**src/rtl/core/xrg_pkg.sv**
```systemverilog
// Shared constants, types and the xorshift step for the range generator.
package xrg_pkg;

    localparam int XRG_DATA_W = 32;
    localparam int XRG_CNT_W  = $clog2(XRG_DATA_W);

    localparam logic [XRG_DATA_W-1:0] XRG_SEED_DEFAULT = 32'h1234_5678;
    localparam int XRG_SHIFT_A = 13;
    localparam int XRG_SHIFT_B = 17;
    localparam int XRG_SHIFT_C = 5;

    typedef logic [XRG_DATA_W-1:0] xrg_word_t;

    typedef enum logic [1:0] {
        ST_IDLE,
        ST_DIV,
        ST_HOLD
    } xrg_state_t;

    typedef struct packed {
        logic busy;
        logic done;
    } xrg_div_stat_t;

    function automatic xrg_word_t xrg_advance(input xrg_word_t x_in);
        xrg_word_t x;
        x = x_in;
        x = x ^ (x << XRG_SHIFT_A);
        x = x ^ (x >> XRG_SHIFT_B);
        x = x ^ (x << XRG_SHIFT_C);
        return x;
    endfunction

endpackage

```
**src/rtl/core/xrg_div_serial.sv**
```systemverilog
// Bit-serial restoring remainder unit: one dividend bit per cycle.
module xrg_div_serial (
    input  logic                  aclk,
    input  logic                  aresetn,
    input  logic                  start,
    input  xrg_pkg::xrg_word_t    dividend,
    input  xrg_pkg::xrg_word_t    divisor,
    output xrg_pkg::xrg_div_stat_t stat,
    output xrg_pkg::xrg_word_t    remainder
);
    import xrg_pkg::*;

    xrg_word_t              rem_reg, rem_next;
    xrg_word_t              quo_reg, quo_next;
    xrg_word_t              den_reg, den_next;
    logic [XRG_CNT_W-1:0]   cnt_reg, cnt_next;
    logic                   busy_reg, busy_next;
    logic                   done_reg, done_next;
    logic [XRG_DATA_W:0]    shifted;
    logic [XRG_DATA_W:0]    diff;

    always_comb begin
        shifted   = {rem_reg, quo_reg[XRG_DATA_W-1]};
        diff      = shifted - {1'b0, den_reg};
        rem_next  = rem_reg;
        quo_next  = quo_reg;
        den_next  = den_reg;
        cnt_next  = cnt_reg;
        busy_next = busy_reg;
        done_next = 1'b0;
        if (start) begin
            rem_next  = '0;
            quo_next  = dividend;
            den_next  = divisor;
            cnt_next  = '0;
            busy_next = 1'b1;
        end else if (busy_reg) begin
            // keep the trial difference when it does not borrow
            if (shifted >= {1'b0, den_reg}) begin
                rem_next = diff[XRG_DATA_W-1:0];
            end else begin
                rem_next = shifted[XRG_DATA_W-1:0];
            end
            quo_next = {quo_reg[XRG_DATA_W-2:0], 1'b0};
            cnt_next = cnt_reg + 1'b1;
            if (cnt_reg == XRG_CNT_W'(XRG_DATA_W - 1)) begin
                busy_next = 1'b0;
                done_next = 1'b1;
            end
        end
    end

    always_ff @(posedge aclk) begin
        rem_reg <= rem_next;
        quo_reg <= quo_next;
        den_reg <= den_next;
        cnt_reg <= cnt_next;
        if (!aresetn) begin
            busy_reg <= 1'b0;
            done_reg <= 1'b0;
        end else begin
            busy_reg <= busy_next;
            done_reg <= done_next;
        end
    end

    assign stat.busy = busy_reg;
    assign stat.done = done_reg;
    assign remainder = rem_reg;

endmodule

```
**src/rtl/core/xorshift_range_generator.sv**
```systemverilog
// Top level of the xorshift32 range generator.
//
// Input channel s_*: one transfer carries a signed inclusive range
// (s_range_low, s_range_high). Result channel m_*: one transfer per request
// with m_ranged_value, m_raw_value and m_drew_flag.
// seed_wr_en/seed_wr_data reload the generator state; a zero
// seed loads 0x12345678. Write the seed only while no request is in flight.
// A non-empty range advances the state and reduces the new value modulo
// the span in a bit-serial remainder unit, one bit per cycle: the result
// is registered once the remainder unit has run through every bit and
// finished, and the next request is taken only back in the idle state,
// so no request is taken while another is in progress. An empty range
// (high <= low) returns low via the hold state without touching the state.
// The result sits in an output register; while the receiver stalls, one
// more request finishes and waits, and s_ready stays low until it drains.
// Reset (aresetn low, synchronous) empties the result channel, stops any
// request in progress and loads the state with 0x12345678.
module xorshift_range_generator (
    input  logic               aclk,
    input  logic               aresetn,
    input  logic               seed_wr_en,
    input  xrg_pkg::xrg_word_t seed_wr_data,
    input  logic               s_valid,
    output logic               s_ready,
    input  xrg_pkg::xrg_word_t s_range_low,
    input  xrg_pkg::xrg_word_t s_range_high,
    output logic               m_valid,
    input  logic               m_ready,
    output xrg_pkg::xrg_word_t m_ranged_value,
    output xrg_pkg::xrg_word_t m_raw_value,
    output logic               m_drew_flag
);
    import xrg_pkg::*;

    xrg_state_t    state_reg, state_next;
    xrg_word_t     gen_state_reg, gen_state_next;
    xrg_word_t     low_reg, low_next;
    xrg_word_t     raw_reg, raw_next;
    logic          drew_reg, drew_next;
    logic          span_zero_reg, span_zero_next;
    logic          m_valid_reg, m_valid_next;
    xrg_word_t     m_ranged_reg, m_ranged_next;
    xrg_word_t     m_raw_reg, m_raw_next;
    logic          m_drew_reg, m_drew_next;

    logic          accept;
    logic          range_empty;
    xrg_word_t     span;
    xrg_word_t     drawn;
    logic          out_free;
    logic          div_start;
    logic          out_load;
    xrg_word_t     offset;
    xrg_div_stat_t div_stat;
    xrg_word_t     div_rem;

    assign accept      = s_valid && s_ready;
    assign range_empty = $signed(s_range_high) <= $signed(s_range_low);
    assign span        = s_range_high - s_range_low + 1'b1;
    assign drawn       = xrg_advance(gen_state_reg);
    assign out_free    = !m_valid_reg || m_ready;

    xrg_div_serial u_div (
        .aclk      (aclk),
        .aresetn   (aresetn),
        .start     (div_start),
        .dividend  (drawn),
        .divisor   (span),
        .stat      (div_stat),
        .remainder (div_rem)
    );

    always_comb begin
        state_next = state_reg;
        case (state_reg)
            ST_IDLE: begin
                if (s_valid) begin
                    state_next = range_empty ? ST_HOLD : ST_DIV;
                end
            end
            ST_DIV: begin
                if (div_stat.done) begin
                    state_next = out_free ? ST_IDLE : ST_HOLD;
                end
            end
            ST_HOLD: begin
                if (out_free) begin
                    state_next = ST_IDLE;
                end
            end
            default: state_next = ST_IDLE;
        endcase
    end

    always_comb begin
        s_ready   = 1'b0;
        div_start = 1'b0;
        out_load  = 1'b0;
        case (state_reg)
            ST_IDLE: begin
                s_ready   = 1'b1;
                div_start = s_valid && !range_empty;
            end
            ST_DIV: begin
                out_load = div_stat.done && out_free;
            end
            ST_HOLD: begin
                out_load = out_free;
            end
            default: ;
        endcase
    end

    always_comb begin
        gen_state_next = gen_state_reg;
        low_next       = low_reg;
        raw_next       = raw_reg;
        drew_next      = drew_reg;
        span_zero_next = span_zero_reg;
        if (seed_wr_en) begin
            gen_state_next = (seed_wr_data != '0) ? seed_wr_data : XRG_SEED_DEFAULT;
        end else if (accept && !range_empty) begin
            gen_state_next = drawn;
        end
        if (accept) begin
            low_next       = s_range_low;
            raw_next       = range_empty ? '0 : drawn;
            drew_next      = !range_empty;
            span_zero_next = (span == '0);
        end
    end

    always_comb begin
        offset        = span_zero_reg ? raw_reg : div_rem;
        m_valid_next  = m_valid_reg;
        m_ranged_next = m_ranged_reg;
        m_raw_next    = m_raw_reg;
        m_drew_next   = m_drew_reg;
        if (out_load) begin
            m_valid_next  = 1'b1;
            m_ranged_next = drew_reg ? (low_reg + offset) : low_reg;
            m_raw_next    = raw_reg;
            m_drew_next   = drew_reg;
        end else if (m_ready) begin
            m_valid_next = 1'b0;
        end
    end

    always_ff @(posedge aclk) begin
        low_reg       <= low_next;
        raw_reg       <= raw_next;
        drew_reg      <= drew_next;
        span_zero_reg <= span_zero_next;
        m_ranged_reg  <= m_ranged_next;
        m_raw_reg     <= m_raw_next;
        m_drew_reg    <= m_drew_next;
        if (!aresetn) begin
            state_reg     <= ST_IDLE;
            gen_state_reg <= XRG_SEED_DEFAULT;
            m_valid_reg   <= 1'b0;
        end else begin
            state_reg     <= state_next;
            gen_state_reg <= gen_state_next;
            m_valid_reg   <= m_valid_next;
        end
    end

    assign m_valid        = m_valid_reg;
    assign m_ranged_value = m_ranged_reg;
    assign m_raw_value    = m_raw_reg;
    assign m_drew_flag    = m_drew_reg;

`ifndef SYNTHESIS
    a_done_in_div: assert property (@(posedge aclk) disable iff (!aresetn)
        div_stat.done |-> state_reg == ST_DIV)
        else $error("remainder unit finished outside the divide state");

    a_busy_in_div: assert property (@(posedge aclk) disable iff (!aresetn)
        div_stat.busy |-> state_reg == ST_DIV)
        else $error("remainder unit busy outside the divide state");

    a_state_nonzero: assert property (@(posedge aclk) disable iff (!aresetn)
        gen_state_reg != '0)
        else $error("generator state reached zero");

    a_no_draw_raw_zero: assert property (@(posedge aclk) disable iff (!aresetn)
        m_valid_reg && !m_drew_reg |-> m_raw_reg == '0)
        else $error("raw value nonzero on an empty range");

    a_start_from_idle: assert property (@(posedge aclk) disable iff (!aresetn)
        div_start |=> state_reg == ST_DIV && div_stat.busy)
        else $error("divide did not start after a request transfer");
`endif

endmodule

```
**config.mk**
```make
export PLATFORM = sky130hd
export DESIGN_NAME = xorshift_range_generator
export DESIGN_NICKNAME = d
export VERILOG_FILES = /design/src/rtl/core/xrg_pkg.sv /design/src/rtl/core/xrg_div_serial.sv /design/src/rtl/core/xorshift_range_generator.sv
export SDC_FILE = /design/constraint.sdc
export NUM_CORES = 1
export LEC_CHECK = 0
export CAP_MARGIN = 20
export CORE_AREA = 10 10 239 150
export DETAILED_ROUTE_END_ITERATION = 8
export DIE_AREA = 0 0 249 160
export DONT_BUFFER_PORTS = 1
export PLACE_DENSITY_LB_ADDON = 0.12
export SLEW_MARGIN = 20
export SYNTH_ARGS = -nofsm -noshare
export SYNTH_HDL_FRONTEND = slang
export SYNTH_SLANG_ARGS = --single-unit
```
**constraint.sdc**
```tcl
create_clock -name aclk -period 10.1 [get_ports aclk]
set_input_delay 2.02 -clock aclk [delete_from_list [all_inputs] [get_ports aclk]]
set_output_delay 2.02 -clock aclk [all_outputs]
set_load 0.005 [all_outputs]
```
Word-level counts from Yosys, hierarchy flattened
Cells that the tools add are included.
{"block": "classes", "addsub": 5, "order_cmp": 2, "n_eq_ne": 6, "muxes": 23, "bitwise_logic": 5, "n_reduce_logical": 15}
{"cell": "$mux 32", "count": 8}
{"cell": "$sub 32x32->32", "count": 2}
{"cell": "$xor 32x32->32", "count": 2}
{"cell": "$ge 33x32->1", "count": 1}
{"cell": "$add 32x1->32 const B", "count": 1}
{"cell": "$add 32x32->32", "count": 1}
{"cell": "$le 32x32->1", "count": 1}
{"cell": "$logic_not 32->1", "count": 1}
{"cell": "$reduce_bool 32->1", "count": 1}
{"cell": "$xor 32x15->32", "count": 1}
{"cell": "$mux 2", "count": 5}
{"cell": "$mux 1", "count": 8}
{"cell": "$pmux 2 s3", "count": 1}
{"cell": "$reduce_bool 2->1", "count": 3}
{"cell": "$add 5x1->5 const B", "count": 1}
{"cell": "$eq 5x5->1 const B", "count": 1}
{"cell": "$logic_and 1x1->1", "count": 4}
{"cell": "$ne 2x2->1 const B", "count": 2}
{"cell": "$reduce_and 3->1", "count": 1}
{"cell": "$reduce_or 3->1", "count": 1}
{"cell": "$eq 2x1->1 const B", "count": 1}
{"cell": "$eq 2x2->1 const B", "count": 1}
{"cell": "$logic_not 1->1", "count": 2}
{"cell": "$logic_not 2->1", "count": 1}
{"cell": "other kinds (4)", "count": 5}
{"block": "totals", "regBits": 269, "inputBits": 101, "output_inout_bits": 67}

Depth between registers and ports, before layout
{"block": "logic_depth", "depth_word": 6, "ltp_mapped": 18}

Cells and area by module
Synthesis repeated with hierarchy kept, for this count alone.
{"block": "hier_totals", "cells_unflattened": 1728, "hier_area_um2": 17730.8}
{"mod": "xorshift_range_generator", "instances": 1, "cells_each": 1157, "area_each_um2": 11810.1, "seq_area_each_um2": 4634.4}
{"mod": "xrg_div_serial", "instances": 1, "cells_each": 571, "area_each_um2": 5920.7, "seq_area_each_um2": 2702.6}

Worst setup path after synthesis
No wires, ideal clock.
{"block": "synth_path", "path_kind": "input port to flip-flop", "from": "in s_range_low[1]", "to": "reg span_zero_reg, data pin", "setup_ns": 0.170, "arrival_time_ns": 6.144, "slack_ns": 3.786, "cell_stages": 14, "path_cell_list": "inv_1 -> ha_1 -> inv_1 -> ha_1 -> fa_1 -> xor2_1 -> or4_1 -> or4_4 -> or4_1 -> or4_1 -> or4_1 -> or4_1 -> or4b_1 -> nor4_2"}
{"block": "synth_between", "elab_chain_cells": 3}
{"element": "from (decl)", "line": "xorshift_range_generator.sv:25", "source": "input xrg_pkg::xrg_word_t s_range_low,"}
{"element": "$sub 32x32->32", "line": "xorshift_range_generator.sv:59", "source": "assign span = s_range_high - s_range_low + 1'b1;"}
{"element": "$add 32x1->32", "line": "xorshift_range_generator.sv:59"}
{"element": "named net span[3]", "line": "xorshift_range_generator.sv:48", "source": "xrg_word_t span;"}
{"element": "$logic_not 32->1", "line": "xorshift_range_generator.sv:129", "source": "span_zero_next = (span == '0);"}
{"element": "to (signal assigned)", "line": "xorshift_range_generator.sv:153", "source": "span_zero_reg <= span_zero_next;"}
{"element": "to (decl)", "line": "xorshift_range_generator.sv:40", "source": "logic span_zero_reg, span_zero_next;"}
The timed path passes the listed nets, and every way through them passes these cells.
A chain may end at the register's enable or synchronous reset.

Final worst setup path
Ends and elaborated chain as after synthesis.

==> out/qor.txt <==
Least-Margin Pin Slew -> 1050 ps
crit-path max FO -> 3
unique cell type count in the Yosys netlist -> 73
Routed Antenna Nets -> 0
Max Cap Viol -> 0
Setup Fix Bufs, Post-CTS -> 0
status -> finished, final reports clean
dpl cell area -> 0.0175 mm2
largest family of logic cells by synthesized area -> compound AO/OA/AOI/OAI gates
# IOs -> 168
Die ar. -> 0.0398 mm2
Setup crit end kind -> register
post-route clock period utilization -> 61.0%
top cells by area, synth -> edfxtp_1 34%, ha_1 9.6%, dfxtp_1 8.7%
clk_lat worst skew -> 570 ps
Design Area, Final -> 0.0184 mm2
clock-pin slew on the worst setup and hold paths -> 70 ps
setup_tns -> 0 ps
layout cell share with drive strength beyond 1 -> 8.55%
# diodes -> 0
largest net degree at the start of global routing -> 73
Worst Clk Skew -> 13.2 ps
register area share after synthesis -> 43.0%
setup violators final -> 0
total CTS buffers -> 28
Port Buf Inserts -> 0
Clock Tree Buf Depth -> 3
total wire length -> 47600 um
mux share of post-synthesis cell area -> 5.26%
Synth top area share -> 34.3%
crit path DAT -> 6560 ps
Warnings, synthesis -> 0
Hold WC Path Type -> reg2reg
antenna violations before repair -> 0
DRC viols -> 0
RSZ-0062 raised after global routing -> false
routed len/inst -> 22.5 um
Synth Area in XOR/XNOR -> 8.29%
hold buffers post-CTS -> 0
area leader, netlist -> edfxtp_1
vias in the first global route -> 12000
std cell rows -> 51
minimum clock period after layout -> 6160 ps
CTS H-tree depth -> 1
maximum clock frequency -> 0.162 GHz
Crit. Startpoint -> s_range_low[1]
min-delay src -> raw_reg[3]
Synth Area in Compound Gates -> 15.5%
clock sinks -> 269
core box area -> 0.0317 mm2
WP data required -> 10490 ps
root buf cell -> clkbuf_16
Die Wd -> 249 um
Reg-to-Reg Start -> span_zero_reg
first-pass GRT wire length -> 72900 um
Cells after Synth -> 1687
Area Overhead vs Synth -> 7.99%
commonest cells after routing, fill and taps aside -> 195 x edfxtp_1, 131 x ha_1, 129 x nand2_1
Main synth FF type -> edfxtp_1
Mapped Area -> 0.0171 mm2
initial DRC count -> 1394
detailed placer's ending HPWL -> 36700 um
Post-Synth Simple-Gate Area -> 12.2%
leakage -> 7.61 nW
Syn Nets -> 1937
worst relative slew slack -> 30.0%
RD Place Congestion -> 0.944
Post-synth ARST share -> 0%
Power Density -> 271 mW/mm2
total power -> 5.00 mW
final hold violations -> 0
Vert. Die Dim -> 160 um
1st-pass router iterations -> 6
Post-Synth Adder-Cell Area -> 11.8%
final net count -> 1924
Slew Limit Fails -> 0
total gr overflow -> 0
Syn Area/Cell -> 10.1 um2
Post-synth EDFFs -> 195
starting density of the core -> 53.8%
Peak VDD IR -> 0.158 mV
Worst Hold Slack -> 469 ps
commonest non-fill, non-tap cell in the layout -> edfxtp_1
final core occ -> 58.1%
Total GRT Usage -> 23.0%
FF+latch count, synth -> 269
vias per cell -> 5.96
startpoint types -> input pin
via count -> 12600
CTS tree -> done
PostCTS Resize Cnt -> 0
Crit Path Class -> in2reg
[metrics by stage]
| stage | setup WS [ps] | instances |
|---|---|---|
| finish | 3940 | 2120 |
| global route | 3780 | 2120 |
| CTS | 3950 | 2120 |
| detailed placement | 3360 | 2068 |
| global placement | 3460 | 2068 |
| floorplan | 3790 | 1687 |
[synth_stat cells, types with 3 or more instances]
master / count
a211oi_1: 8
mux2i_1: 29
nor4_1: 14
a211o_1: 9
a21oi_1: 110
o21bai_1: 16
o21ai_1: 8
fa_1: 18
a31o_2: 3
xor2_1: 52
nand3b_1: 4
o21ai_0: 87
nand2b_1: 26
inv_1: 125
clkbuf_1: 49
dfxtp_1: 74
xnor2_1: 104
and2_1: 5
o311ai_0: 5
a21o_1: 52
nor2b_1: 26
o21a_1: 27
o31ai_1: 9
edfxtp_1: 195
nand4_1: 14
nand3_1: 16
o211ai_1: 18
ha_1: 131
o22ai_1: 11
o41ai_1: 3
buf_1: 6
a31oi_1: 13
or4_1: 6
nor2_1: 130
nor3_1: 23
or3_1: 5
a2111oi_0: 4
nand2_1: 129
mux2_2: 54
a22o_1: 9
a21boi_0: 3
and3_1: 7
nor3b_1: 7
[cell type report]
cell class	instances	area [um2]
timing repair buffer	12	90.1
sequential	269	7340
fill	2736	13300
multi-input combinational	1237	9080
tap	424	531
inverter	126	473
clock buffer	35	800
clock inverter	17	116
[critical path: stages]
cell and delay, ps:
inv_1 20, ha_1 310, inv_1 60, ha_1 200, fa_1 430, xor2_1 170
or4_1 420, or4_4 420, or4_1 410, or4_1 450, or4_1 460, or4_1 500
or4b_1 540, nor4_2 140
[final timing paths]
kind | endpoint | slack (ps) | cells past startpoint
worst max-delay path | span_zero_reg | 3940 | 14
worst min-delay path | m_raw_value[3] | 470 | 0
worst max register to register | m_ranged_value[30] | 5510 | 17
worst min register to register | m_raw_value[3] | 470 | 0
[per-layer routing]
metal | global-route usage [%] | up-vias | wire length, um
li1 | - | 6053 | -
met1 | 34.5 | 6062 | 22800
met2 | 33.2 | 471 | 19900
met3 | 5.09 | 48 | 4050
met4 | 4.61 | 0 | 917
met5 | 0 | - | 0
[kinds of logic after synthesis]
logic type      count (synthesis)
fa+ha+maj                     151
mux                            83
buf+inv                       181
compound gates                413
xor+xnor                      159
flops                         269
simple gates                  431
[power breakdown]
part	switching, mW	internal (mW)
clock network	0.480	0.568
registers	0.187	1.49
logic	1.31	0.956
Note: power is estimated with default switching activity, not from simulation.
